$ cat src/rtl/cbm_pkg.sv
`timescale 1ns / 1ps
// Cartridge bank mapper package: target codes, controller codes, register
// indexes and the bank state and result types. No dependencies.
package cbm_pkg;

  localparam logic [1:0] TGT_ROM  = 2'd0;
  localparam logic [1:0] TGT_RAM  = 2'd1;
  localparam logic [1:0] TGT_INT  = 2'd2;
  localparam logic [1:0] TGT_NONE = 2'd3;

  localparam logic [1:0] CT_NONE = 2'd0;
  localparam logic [1:0] CT_MBC1 = 2'd1;
  localparam logic [1:0] CT_MBC2 = 2'd2;
  localparam logic [1:0] CT_MBC3 = 2'd3;

  localparam logic CFG_CTRL_TYPE   = 1'b0;
  localparam logic CFG_RAM_PRESENT = 1'b1;

  localparam logic [3:0] RAM_EN_KEY = 4'hA;

  typedef struct packed {
    logic       ram_en;
    logic [6:0] rom_low;
    logic [1:0] rom_high;
    logic [3:0] ram_bank;
    logic       mode;
  } bank_state_t;

  typedef struct packed {
    logic [1:0]  target;
    logic [20:0] mapped_addr;
    logic [7:0]  store_data;
    logic [8:0]  rom_bank_now;
    logic        ram_enabled_now;
  } result_t;

endpackage

$ cat src/rtl/cbm_if.sv
`timescale 1ns / 1ps
// Valid/ready channel interfaces of the cartridge bank mapper: bus access,
// result and configuration write. No dependencies.
interface cbm_access_if;
  logic        valid;
  logic        ready;
  logic        op;
  logic [15:0] bus_addr;
  logic [7:0]  wdata;
  modport source (output valid, output op, output bus_addr, output wdata, input ready);
  modport sink   (input valid, input op, input bus_addr, input wdata, output ready);
endinterface

interface cbm_result_if;
  logic        valid;
  logic        ready;
  logic [1:0]  target;
  logic [20:0] mapped_addr;
  logic [7:0]  store_data;
  logic [8:0]  rom_bank_now;
  logic        ram_enabled_now;
  modport source (output valid, output target, output mapped_addr, output store_data,
                  output rom_bank_now, output ram_enabled_now, input ready);
  modport sink   (input valid, input target, input mapped_addr, input store_data,
                  input rom_bank_now, input ram_enabled_now, output ready);
endinterface

interface cbm_cfg_if;
  logic       valid;
  logic       ready;
  logic       index;
  logic [1:0] data;
  modport source (output valid, output index, output data, input ready);
  modport sink   (input valid, input index, input data, output ready);
endinterface

$ cat src/rtl/cbm_decode.sv
`timescale 1ns / 1ps
// Combinational access decode: bank register update and target/address map.
// Depends on cbm_pkg.
module cbm_decode import cbm_pkg::*; (
  input  logic [1:0]  ctrl_type,
  input  logic        ram_present,
  input  bank_state_t bank,
  input  logic        op,
  input  logic [15:0] bus_addr,
  input  logic [7:0]  wdata,
  output bank_state_t bank_next,
  output result_t     res
);

  logic        in_ext;
  logic        ext_ok;
  logic [20:0] ext_addr;
  logic [20:0] rom_addr;
  logic [6:0]  low_val;

  assign in_ext = (bus_addr[15:13] == 3'b101);

  // external RAM window
  always_comb begin
    ext_ok   = 1'b0;
    ext_addr = '0;
    if (ram_present && bank.ram_en) begin
      if (ctrl_type == CT_MBC2) begin
        ext_ok   = 1'b1;
        ext_addr = {12'd0, bus_addr[8:0]};
      end else if (bank.ram_bank[3:2] == 2'b00) begin
        ext_ok   = 1'b1;
        ext_addr = {6'd0, bank.ram_bank[1:0], bus_addr[12:0]};
      end
    end
  end

  assign rom_addr = {bank.rom_high, 19'd0} | {bank.rom_low, 14'd0} | {7'd0, bus_addr[13:0]};

  // bank register writes
  always_comb begin
    bank_next = bank;
    low_val   = '0;
    if (op && !bus_addr[15]) begin
      if (bus_addr[14:13] == 2'd0) begin
        bank_next.ram_en = (wdata[3:0] == RAM_EN_KEY);
      end
      unique case (ctrl_type)
        CT_MBC1: begin
          unique case (bus_addr[14:13])
            2'd1: begin
              low_val = {2'd0, wdata[4:0]};
              bank_next.rom_low = (low_val == '0) ? 7'd1 : low_val;
            end
            2'd2: begin
              if (!bank.mode) bank_next.rom_high = wdata[1:0];
              else bank_next.ram_bank = {2'd0, wdata[1:0]};
            end
            2'd3: bank_next.mode = wdata[0];
            default: ;
          endcase
        end
        CT_MBC2: begin
          if (bus_addr[14:13] == 2'd1) begin
            low_val = {3'd0, wdata[3:0]};
            bank_next.rom_low  = (low_val == '0) ? 7'd1 : low_val;
            bank_next.rom_high = 2'd0;
          end
        end
        CT_MBC3: begin
          if (bus_addr[14:13] == 2'd1) begin
            low_val = wdata[6:0];
            bank_next.rom_low  = (low_val == '0) ? 7'd1 : low_val;
            bank_next.rom_high = 2'd0;
          end else if (bus_addr[14:13] == 2'd2) begin
            bank_next.ram_bank = wdata[3:0];
          end
        end
        default: ;
      endcase
    end
  end

  // target map
  always_comb begin
    res.target      = TGT_NONE;
    res.mapped_addr = '0;
    res.store_data  = '0;
    if (op) begin
      if (!bus_addr[15]) begin
        res.target = TGT_NONE;
      end else if (in_ext) begin
        if (ext_ok) begin
          res.target      = TGT_RAM;
          res.mapped_addr = ext_addr;
          res.store_data  = (ctrl_type == CT_MBC2) ? {4'd0, wdata[3:0]} : wdata;
        end
      end else begin
        res.target      = TGT_INT;
        res.mapped_addr = {5'd0, bus_addr};
        res.store_data  = wdata;
      end
    end else if (ctrl_type == CT_NONE) begin
      res.target      = bus_addr[15] ? TGT_INT : TGT_ROM;
      res.mapped_addr = {5'd0, bus_addr};
    end else if (bus_addr[15:14] == 2'b00) begin
      res.target      = TGT_ROM;
      res.mapped_addr = {5'd0, bus_addr};
    end else if (bus_addr[15:14] == 2'b01) begin
      res.target      = TGT_ROM;
      res.mapped_addr = rom_addr;
    end else if (in_ext) begin
      if (ext_ok) begin
        res.target      = TGT_RAM;
        res.mapped_addr = ext_addr;
      end
    end else begin
      res.target      = TGT_INT;
      res.mapped_addr = {5'd0, bus_addr};
    end
    res.rom_bank_now    = {2'd0, bank_next.rom_high, 5'd0} | {2'd0, bank_next.rom_low};
    res.ram_enabled_now = bank_next.ram_en;
  end

endmodule

$ cat src/rtl/cartridge_bank_mapper.sv
`timescale 1ns / 1ps
// Cartridge bank mapper top level: bank registers, configuration and result
// register. Depends on cbm_pkg, cbm_if and cbm_decode.
//
// Usage:
//   req  - CPU bus access (op, bus_addr, wdata); one transfer per access.
//   rsp  - one result per access: target store, mapped address, masked write
//          data, current ROM bank and RAM enable after the access.
//   cfg  - register writes: index 0 controller type, index 1 RAM present.
//          Always ready; write only while no access is in flight.
// Latency: the result is valid the cycle after the access transfer.
// Throughput: one access per cycle while rsp is ready; the bank registers
//   and the decode are a single combinational step into the result register.
// Reset: controller type 0, no RAM, RAM disabled, ROM bank 1, RAM bank 0,
//   banking mode 1; no result pending.
// Stall: while rsp is held, the result register keeps its value and req is
//   ready only in the cycle the pending result is taken.
module cartridge_bank_mapper import cbm_pkg::*; (
  input  logic      clk,
  input  logic      rst,
  cbm_cfg_if.sink   cfg,
  cbm_access_if.sink req,
  cbm_result_if.source rsp
);

  logic [1:0]  ctrl_type;
  logic        ram_present;
  bank_state_t bank;
  bank_state_t bank_next;
  result_t     res_next;
  result_t     res;
  logic        out_valid;
  logic        req_xfer;

  assign cfg.ready = 1'b1;
  assign req.ready = !out_valid || rsp.ready;
  assign req_xfer  = req.valid && req.ready;

  cbm_decode u_decode (
    .ctrl_type   (ctrl_type),
    .ram_present (ram_present),
    .bank        (bank),
    .op          (req.op),
    .bus_addr    (req.bus_addr),
    .wdata       (req.wdata),
    .bank_next   (bank_next),
    .res         (res_next)
  );

  always_ff @(posedge clk) begin
    if (rst) begin
      ctrl_type   <= CT_NONE;
      ram_present <= 1'b0;
    end else if (cfg.valid) begin
      unique case (cfg.index)
        CFG_CTRL_TYPE:   ctrl_type   <= cfg.data;
        CFG_RAM_PRESENT: ram_present <= cfg.data[0];
        default: ;
      endcase
    end
  end

  always_ff @(posedge clk) begin
    if (rst) begin
      bank.ram_en   <= 1'b0;
      bank.rom_low  <= 7'd1;
      bank.rom_high <= 2'd0;
      bank.ram_bank <= 4'd0;
      bank.mode     <= 1'b1;
      out_valid     <= 1'b0;
    end else begin
      if (req_xfer) begin
        bank      <= bank_next;
        out_valid <= 1'b1;
      end else if (rsp.ready) begin
        out_valid <= 1'b0;
      end
    end
  end

  always_ff @(posedge clk) begin
    if (req_xfer) begin
      res <= res_next;
    end
  end

  assign rsp.valid           = out_valid;
  assign rsp.target          = res.target;
  assign rsp.mapped_addr     = res.mapped_addr;
  assign rsp.store_data      = res.store_data;
  assign rsp.rom_bank_now    = res.rom_bank_now;
  assign rsp.ram_enabled_now = res.ram_enabled_now;

`ifndef SYNTHESIS
  a_low_nonzero: assert property (@(posedge clk) disable iff (rst)
    bank.rom_low != 7'd0)
    else $error("ROM bank low bits are zero");

  a_none_clear: assert property (@(posedge clk) disable iff (rst)
    out_valid && res.target == TGT_NONE |-> res.mapped_addr == '0 && res.store_data == '0)
    else $error("target none carries address or data");

  a_mbc2_ram: assert property (@(posedge clk) disable iff (rst)
    out_valid && res.target == TGT_RAM && ctrl_type == CT_MBC2
    |-> res.mapped_addr[20:9] == '0 && res.store_data[7:4] == '0)
    else $error("MBC2 RAM access out of range");

  a_enable_track: assert property (@(posedge clk) disable iff (rst)
    out_valid |-> res.ram_enabled_now == bank.ram_en)
    else $error("reported RAM enable differs from state");

  a_bank_track: assert property (@(posedge clk) disable iff (rst)
    out_valid |-> res.rom_bank_now == ({2'd0, bank.rom_high, 5'd0} | {2'd0, bank.rom_low}))
    else $error("reported ROM bank differs from state");
`endif

endmodule
$ cat src/flat_wrapper.sv
// flat-port wrapper written by rule: the top's interface ports become plain ports
module cartridge_bank_mapper_flat import cbm_pkg::*;
  (clk, rst, cfg_valid, cfg_index, cfg_data, cfg_ready, req_valid, req_op, req_bus_addr, req_wdata, req_ready, rsp_valid, rsp_target, rsp_mapped_addr, rsp_store_data, rsp_rom_bank_now, rsp_ram_enabled_now, rsp_ready);
  cbm_cfg_if cfg_i ();
  cbm_access_if req_i ();
  cbm_result_if rsp_i ();
  input  logic clk;
  input  logic rst;
  input wire logic [$bits(cfg_i.valid)-1:0] cfg_valid;
  input wire logic [$bits(cfg_i.index)-1:0] cfg_index;
  input wire logic [$bits(cfg_i.data)-1:0] cfg_data;
  output wire logic [$bits(cfg_i.ready)-1:0] cfg_ready;
  input wire logic [$bits(req_i.valid)-1:0] req_valid;
  input wire logic [$bits(req_i.op)-1:0] req_op;
  input wire logic [$bits(req_i.bus_addr)-1:0] req_bus_addr;
  input wire logic [$bits(req_i.wdata)-1:0] req_wdata;
  output wire logic [$bits(req_i.ready)-1:0] req_ready;
  output wire logic [$bits(rsp_i.valid)-1:0] rsp_valid;
  output wire logic [$bits(rsp_i.target)-1:0] rsp_target;
  output wire logic [$bits(rsp_i.mapped_addr)-1:0] rsp_mapped_addr;
  output wire logic [$bits(rsp_i.store_data)-1:0] rsp_store_data;
  output wire logic [$bits(rsp_i.rom_bank_now)-1:0] rsp_rom_bank_now;
  output wire logic [$bits(rsp_i.ram_enabled_now)-1:0] rsp_ram_enabled_now;
  input wire logic [$bits(rsp_i.ready)-1:0] rsp_ready;
  assign cfg_i.valid = cfg_valid;
  assign cfg_i.index = cfg_index;
  assign cfg_i.data = cfg_data;
  assign cfg_ready = cfg_i.ready;
  assign req_i.valid = req_valid;
  assign req_i.op = req_op;
  assign req_i.bus_addr = req_bus_addr;
  assign req_i.wdata = req_wdata;
  assign req_ready = req_i.ready;
  assign rsp_valid = rsp_i.valid;
  assign rsp_target = rsp_i.target;
  assign rsp_mapped_addr = rsp_i.mapped_addr;
  assign rsp_store_data = rsp_i.store_data;
  assign rsp_rom_bank_now = rsp_i.rom_bank_now;
  assign rsp_ram_enabled_now = rsp_i.ram_enabled_now;
  assign rsp_i.ready = rsp_ready;
  cartridge_bank_mapper u_core (.clk(clk), .rst(rst), .cfg(cfg_i), .req(req_i), .rsp(rsp_i));
endmodule
$ cat config.mk
export PLATFORM = sky130hd
export DESIGN_NAME = cartridge_bank_mapper_flat
export DESIGN_NICKNAME = d
export VERILOG_FILES = /design/src/rtl/cbm_pkg.sv /design/src/rtl/cbm_if.sv /design/src/rtl/cbm_decode.sv /design/src/rtl/cartridge_bank_mapper.sv /design/src/flat_wrapper.sv
export SDC_FILE = /design/constraint.sdc
export NUM_CORES = 1
export LEC_CHECK = 0
export ABC_CLOCK_PERIOD_IN_PS = 1980
export BUFFER_PORTS_ARGS = -buffer_cell sky130_fd_sc_hd__buf_2
export CAP_MARGIN = 10
export CORE_MARGIN = 4
export CORE_UTILIZATION = 40
export CTS_CLUSTER_SIZE = 14
export DETAILED_ROUTE_END_ITERATION = 8
export GPL_TIMING_DRIVEN = 0
export PLACE_DENSITY = 0.75
export SYNTH_ARGS = -nofsm -noshare
export SYNTH_HDL_FRONTEND = slang
export SYNTH_HIERARCHICAL = 1
export SYNTH_SLANG_ARGS = --single-unit
$ cat constraint.sdc
create_clock -name clk -period 1.98 [get_ports clk]
set_input_delay 0.594 -clock clk [delete_from_list [all_inputs] [get_ports clk]]
set_output_delay 0.594 -clock clk [all_outputs]
set_load 0.03 [all_outputs]
# [Yosys cells after proc, flatten, opt, wreduce, memory -nomap -nowiden]
# Index checks and enable logic that the tools add are counted.
[classes] n_addsub=0 multipliers=0 n_div=0 order_cmp=0 n_eq_ne=13 shift=0 n_mux=37 bitwise_logic=4 n_reduce_logical=20
[op_table] op="$mux 23" n=6
[op_table] op="$mux 31" n=2
[op_table] op="$mux 15" n=4
[op_table] op="$mux 29" n=1
[op_table] op="$pmux 9 s3" n=1
[op_table] op="$or 21x14->21" n=1
[op_table] op="$or 21x21->21" n=1
[op_table] op="$mux 9" n=2
[op_table] op="$mux 4" n=4
[op_table] op="$mux 7" n=2
[op_table] op="$eq 2x2->1 const B" n=4
[op_table] op="$logic_not 2->1" n=4
[op_table] op="$mux 1" n=8
[op_table] op="$mux 8" n=1
[op_table] op="$pmux 4 s2" n=1
[op_table] op="$logic_not 7->1" n=1
[op_table] op="$or 7x7->7" n=1
[op_table] op="$reduce_and 7->1" n=1
[op_table] op="$eq 2x1->1 const B" n=3
[op_table] op="$mux 2" n=3
[op_table] op="$mux 6" n=1
[op_table] op="$ne 2x2->1 const B" n=3
[op_table] op="$reduce_and 2->1" n=3
[op_table] op="$logic_not 5->1" n=1
[op_table] op="11 further kinds" n=15
[word_totals] ff_bits=60 latchBits=0 ramBits=0 romBits=0 in_bits=33 word_cells=87 memories=0

# [Depth between registers and ports, before layout]
# Gate-level depths: netlist of the first run.
[logic_depth] ltp_word=10 ltp_mapped=7 ltp_nobuf=6

# [Modules after synthesis]
# Netlist of the first run, hierarchy kept.
[modules_own_cells] module="cartridge_bank_mapper" instances=1 cells_per_inst=130 area_per_inst_um2=2077.0
[modules_own_cells] module="cbm_decode" instances=1 cells_per_inst=128 area_per_inst_um2=787.0

# [Worst setup path after synthesis of the first run]
# Ideal clock, no wire load.
[synth_path] kind="input-to-reg" from="in req_valid" to="reg u_core.res, in the netlist u_core/rsp.mapped_addr[0], enable pin" t_arrival_ns=1.438 required_ns=1.600 setup_slack_ns=0.162 cell_stages=3 n_path_buf=2 cell_sequence="buf_2 -> and2_1 -> buf_2"
[synth_between] elab_chain_len=1
[synth_lines] element="start, declared" line_no="flat_wrapper.sv:13" source="input wire logic [$bits(req_i.valid)-1:0] req_valid;"
[synth_lines] element="$logic_and 1x1->1" line_no="cartridge_bank_mapper.sv:37" source="assign req_xfer = req.valid && req.ready;"
[synth_lines] element="via u_core.req_xfer" line_no="cartridge_bank_mapper.sv:33" source="logic req_xfer;"
[synth_lines] element="end signal, assigned" line_no="cartridge_bank_mapper.sv:83" source="res <= res_next;"
[synth_lines] element="end, declared" line_no="cartridge_bank_mapper.sv:31" source="result_t res;"
# The timed path passes the listed nets, and every way through them passes these cells.
# A chain may end at the register's enable or synchronous reset.

# [Worst setup path after layout of the first run]
[layout_path] from="in rsp_ready" to="out req_ready"
[layout_between] elab_chain_len=1
[layout_lines] element="start, declared" line_no="flat_wrapper.sv:24" source="input wire logic [$bits(rsp_i.ready)-1:0] rsp_ready;"
[layout_lines] element="$logic_or 1x1->1" line_no="cartridge_bank_mapper.sv:36" source="assign req.ready = !out_valid || rsp.ready;"
[layout_lines] element="end, declared" line_no="flat_wrapper.sv:17" source="output wire logic [$bits(req_i.ready)-1:0] req_ready;"
# No other way between the ends.

==> flow_metrics.env, run 1 <==
export IMPL_postLayoutCoreUtil_pct=51.3
export IMPL_ys_flop_type="edfxtp_1"
export IMPL_rsz0062_at_grt="false"
export IMPL_r2r_start="u_core/ctrl_type[1]"
export IMPL_cts_root_buf="clkbuf_8"
export IMPL_finalPower_mw=2.78
export IMPL_drtAntennaViolNets=0
export IMPL_ys_top_cells_by_area="edfxtp_1, dfxtp_1, nand3_1, nand2_1, a21oi_1"
export IMPL_wl_mm=6.41
export IMPL_numPortBuffers=71
export IMPL_cap_violations=0
export IMPL_status="finished clean"
export IMPL_drc=0
export IMPL_synth_top_cell_by_area="edfxtp_1"
export IMPL_clk_latency_ps=330
export IMPL_crit_start="rsp_ready"
export IMPL_drive_gt1_share_pct=36.1
export IMPL_worstHoldStart="u_core/ram_present"
export IMPL_dieHeight_um=92.6
export IMPL_worst_clock_skew_ps=7.73
export IMPL_num_rows=30
export IMPL_fmax_mhz=525
export IMPL_ios=77
export IMPL_synth_edf_count=41
export IMPL_clk_pin_slew_ps=60
export IMPL_fillers=660
export IMPL_cp_arrival_ps=1310
export IMPL_critical_path_startpoint_type="input pin"
export IMPL_grt_antenna_before_repair=0
export IMPL_grt_usage_pct=15.2
export IMPL_cts_sinks=60
export IMPL_powerDensity_mw_per_mm2=791
export IMPL_synth_avg_cell_area_um2=11.1
export IMPL_viasPerCell=5.08
export IMPL_initial_core_util_pct=41.7
export IMPL_report_final_hold_viol_count=0
export IMPL_synth_async_reset_ratio_pct=0
export IMPL_first_global_vias=2041
export IMPL_coreArea_mm2=0.00687
export IMPL_critPathKind="input pin to output port"
export IMPL_grt_pass1_wl_mm=9.90
export IMPL_vias=2247
export IMPL_ir_drop_v=0.000358
export IMPL_syn_inst=258
export IMPL_cts_setup_buffers=0
export IMPL_relSlewSlack_pct=31.3
export IMPL_yosysSeqAreaShare_pct=56.3
export IMPL_drt_iter0_drc=211
export IMPL_wl_per_cell_um=14.5
export IMPL_fp_dieW_um=92.6
export IMPL_period_needed_ps=1900
export IMPL_worst_pin_slew_ps=1020
export IMPL_h_tree_depth=3
export IMPL_cts_tree="done"
export IMPL_syn_cell_area_mm2=0.00286
export IMPL_cts_hold_buf=0
export IMPL_cts_made_buffers=9
export IMPL_fin_nets=374
export IMPL_diodes=0
export IMPL_ys_types=47
export IMPL_cts_resized=0
export IMPL_yosysTopAreaCellShare_pct=43.0
export IMPL_setup_worst_path_end_class="output port"
export IMPL_grt_max_degree=44
export IMPL_gp_congestion=0.878
export IMPL_grt_remaining_overflow=0
export IMPL_synth_seq_cells=60
export IMPL_ys_warn_count=6
export IMPL_worstPathMaxFanout=10
export IMPL_slew_viol_final=0
export IMPL_clock_path_buffers=2
export IMPL_finalSetupViolCount=0
export IMPL_dp_hpwl_mm=4.63
export IMPL_area_delta_synth_final_pct=22.9
export IMPL_crit_required_ps=1390
export IMPL_worstHoldPathType="register to register"
export IMPL_p_leak_nw=1.42
export IMPL_firstDrtPassIters=5
export IMPL_finalCritPeriodShare_pct=96.1
export IMPL_design_die_area_mm2=0.00858
## Yosys cell counts, types with 2 or more instances
cell and number:
a21oi_1 17, mux2_2 4, and3_1 9, and2_1 12, inv_1 5, buf_2 5, a32o_1 2, a21bo_1 5
nand3_1 18, nor3_1 4, nand2_1 23, dfxtp_1 19, nand3b_1 3, o21a_1 2, nor2_1 12, mux2i_1 5
edfxtp_1 41, buf_4 11, o21ai_0 8, clkbuf_1 5, buf_6 2, a21bo_2 8, a21oi_2 6, conb_1 2
nor2b_1 8
## cell families (layout without fill, tap and decap cells)
| logic type | after synthesis | in the layout | synth area share, % |
|---|---|---|---|
| buffers and inverters | 29 | 116 | 6.03 |
| and+or+nand+nor | 102 | 102 | 19.8 |
| muxes | 9 | 9 | 3.32 |
| other | 2 | 3 | 0.262 |
| DFF | 60 | 60 | 56.3 |
| AOI/OAI and AO/OA | 56 | 56 | 14.3 |
## path summary, 6_finish.rpt
kind                                                   end  slack (ps)  cells past startpoint
worst max-delay path                             req_ready          80                      5
worst max register to register  u_core/rsp.mapped_addr[18]          90                      3
worst min-delay path                    u_core/ram_present         470                      2
worst min register to register          u_core/ram_present         470                      2
## sequential cells by signal, indices dropped and copies added, names as in the netlist, 2 cells and up
register	count
u_core/rsp.target	2
u_core/rsp.mapped_addr	21
u_core/rsp.store_data	8
u_core/bank	15
u_core/rsp.rom_bank_now	9
u_core/ctrl_type	2
## cell usage in the layout (no fill, tap or decap), types with 4 or more instances in the layout
cell	n
nand2_1	23
a21bo_1	5
mux2i_1	5
a21oi_2	6
mux2_2	4
a21bo_2	8
edfxtp_1	41
and3_1	9
a21oi_1	17
nor3_1	4
clkbuf_8	9
and2_1	12
clkbuf_1	9
nand3_1	18
nor2_1	12
nor2b_1	8
buf_2	76
inv_1	5
dfxtp_1	19
buf_4	11
o21ai_0	8
## routing by layer
layer,vias up,global-route usage [%],wire [µm]
li1,1090,-,-
met1,1052,18.2,2640
met2,95,24.7,3120
met3,10,3.49,492
met4,0,9.16,156
met5,-,0,0
## where the power goes
part | switching (mW) | internal (mW)
sequential | 0.0177 | 1.40
clock | 0.432 | 0.577
combinational | 0.246 | 0.109
## stage by stage
stage / instance area (µm²) / std cells / TNS (ps) / hold slack, ps / worst slack [ps]
floorplan: 2870 / 259 / 0 / 436 / 162
global placement: 3340 / 426 / -5970 / 451 / -242
detailed placement: 3340 / 426 / -7560 / 464 / -200
CTS: 3520 / 442 / 0 / 472 / 63.6
global route: 3520 / 442 / 0 / 524 / 6.65
finish: 3520 / 442 / 0 / 473 / 76.6
## worst max-delay path: stages
cell and delay, ps:
buf_2 100, nand2b_4 130, buf_6 140, buf_4 170
buf_2 180
## cell type report
type,count,area [µm²],area share (%)
repair buffers,71,355,10.1
well taps,96,120,3.41
multi-input cells,170,1080,30.8
clock buffers,13,139,3.94
inverters,5,18.8,0.533
clock inverters,3,38.8,1.10
plain buffers,24,154,4.37
flip-flops and latches,60,1610,45.8
(Power assumes the default switching activity.)
==> run 2, diff against run 1 <==
- ABC_AREA: default -> 0
- ABC_CLOCK_PERIOD_IN_PS: 1980 -> 2300
- GPL_TIMING_DRIVEN: 0 -> default
- clock period: 1.98 -> 2.3 ns (I/O delays scaled with it)
==> flow_metrics.env, run 2 (synthesis gave the netlist of run 1 again) <==
export IMPL_power_switching_mw=0.617
export IMPL_placedCellCount=414
export IMPL_grt_antenna_before_repair=0
export IMPL_crit_slowest_cell="buf_2"
export IMPL_cp_arrival_ps=1090
export IMPL_mostFrequentLayoutCells="buf_2, edfxtp_1, nand2_1"
export IMPL_dieHeight_um=92.6
export IMPL_p_leak_nw=1.39
export IMPL_h_tree_depth=3
export IMPL_swShare_pct=25.6
export IMPL_period_needed_ps=1780
export IMPL_rsz0062_at_grt="false"
export IMPL_finalSetupViolCount=0
export IMPL_pwr_share_seq_pct=50.8
export IMPL_worst_clock_skew_ps=5.19
export IMPL_ir_drop_v=0.000273
export IMPL_worstHoldStart="u_core/ram_present"
export IMPL_r2r_start="u_core/ctrl_type[0]"
export IMPL_grt_pass1_wl_mm=9.93
export IMPL_r2r_slack_ps=630
export IMPL_final_area_mm2=0.00347
export IMPL_min_to="u_core/ram_present"
export IMPL_intPower_mw=1.79
export IMPL_hold_path_depth=2
export IMPL_p_comb_share_pct=12.5
export IMPL_worstHoldPathType="register to register"
export IMPL_placed_cell_area_mm2=0.00328
export IMPL_multi_input_area_mm2=0.00108
export IMPL_clk_pin_slew_ps=60
export IMPL_clock_power_share_pct=36.7
export IMPL_clock_path_buffers=2
export IMPL_fin_nets=362
export IMPL_vias=2120
export IMPL_area_delta_synth_final_pct=21.0
export IMPL_grt_remaining_overflow=0
export IMPL_cts_tree="done"
export IMPL_drt_iter0_drc=147
export IMPL_design_die_area_mm2=0.00858
export IMPL_fp_dieW_um=92.6
export IMPL_cpMostUsedCell="buf_2"
export IMPL_register_area_mm2=0.00161
export IMPL_r2r_cells=4
export IMPL_clk_latency_ps=330
export IMPL_final_common_cell="buf_2"
export IMPL_grt_max_degree=44
export IMPL_crit_required_ps=1610
export IMPL_viasPerCell=4.93
export IMPL_cts_resized=0
export IMPL_drc=0
export IMPL_firstDrtPassIters=4
export IMPL_max_stage_delay_ps=170
export IMPL_critPathKind="input pin to output port"
export IMPL_first_global_vias=2045
export IMPL_r2r_end="u_core/rsp.mapped_addr[7]"
export IMPL_fillers=644
export IMPL_wl_mm=6.16
export IMPL_finalCritPeriodShare_pct=77.6
export IMPL_ios=77
export IMPL_cts_setup_buffers=0
export IMPL_drtAntennaViolNets=0
export IMPL_cts_made_buffers=9
export IMPL_cts_sinks=60
export IMPL_worstPathMaxFanout=3
export IMPL_setup_worst_path_end_class="output port"
export IMPL_wl_per_cell_um=14.3
export IMPL_finalSetupTns_ps=0
export IMPL_numPortBuffers=75
export IMPL_coreArea_mm2=0.00687
export IMPL_fin_cells=430
export IMPL_cts_root_buf="clkbuf_8"
export IMPL_diodes=0
export IMPL_status="finished clean"
export IMPL_grt_usage_pct=14.9
export IMPL_cts_hold_buf=0
export IMPL_drive_gt1_share_pct=36.2
export IMPL_largest_reg_flops=21
export IMPL_slew_viol_final=0
export IMPL_num_rows=30
export IMPL_powerDensity_mw_per_mm2=694
export IMPL_fmax_mhz=560
export IMPL_critical_path_startpoint_type="input pin"
export IMPL_report_final_hold_viol_count=0
export IMPL_dp_hpwl_mm=4.39
export IMPL_gp_congestion=0.798
export IMPL_cap_violations=0
export IMPL_finalPower_mw=2.40
export IMPL_initial_core_util_pct=41.7
export IMPL_crit_chain="buf_2 -> nand2b_4 -> buf_2"
## run 2: cell types whose count changed in the layout (fill, tap and decap cells not counted), sizes merged
cell,change
clkinvlp,+1
buf,-6
clkbuf,-9
clkinv,+2
## run 2: through the flow
| stage | util, % | setup WS [ps] | hold slack, ps |
|---|---|---|---|
| floorplan | - | 386 | 436 |
| global placement | 47.8 | 258 | 449 |
| detailed placement | 47.8 | 235 | 470 |
| CTS | 50.5 | 508 | 479 |
| global route | 50.5 | 401 | 513 |
| finish | 50.5 | 515 | 473 |
## run 2: critical path, delay by kind of cell
family / cells / cell delay (ps)
AND/OR/NAND/NOR: 1 / 130
buffers and inverters: 2 / 270
## run 2: power by group through the flow
stage / sequential (mW) / combinational (mW) / clock (mW)
global placement: 1.24 / 0.297 / 0
finish: 1.22 / 0.300 / 0.883
global route: 1.23 / 0.323 / 0.957
floorplan: 1.34 / 0.110 / 0
detailed placement: 1.25 / 0.302 / 0
CTS: 1.22 / 0.302 / 0.904
## run 2: worst max path at each step
stage,depth (start not counted),slack [ps],to,from
after floorplan,3,390,u_core/rsp.mapped_addr[0],req_valid
after global placement,6,260,u_core/bank[0],req_bus_addr[15]
after detailed placement,7,240,u_core/bank[2],req_bus_addr[15]
after CTS,3,510,req_ready,rsp_ready
after global routing,7,400,u_core/bank[1],req_bus_addr[15]
final,3,520,req_ready,rsp_ready
## run 2: routing by layer
metal	part of all wire [%]	wire, µm	global-route usage (%)	vias up
met2	48	2980	24.2	72
met5	0	0	0	-
met3	7.5	463	3.82	4
met4	0.86	53	6.59	0
li1	-	-	-	1065
met1	43	2660	18.8	979
## run 2: cell type report
type	count	area share (%)
Sequential cell	60	46.5
Multi-Input combinational cell	170	31.3
Timing Repair Buffer	83	12.9
Clock buffer	10	3.68
Tap cell	96	3.47
Clock inverter	6	1.59
Inverter	5	0.542
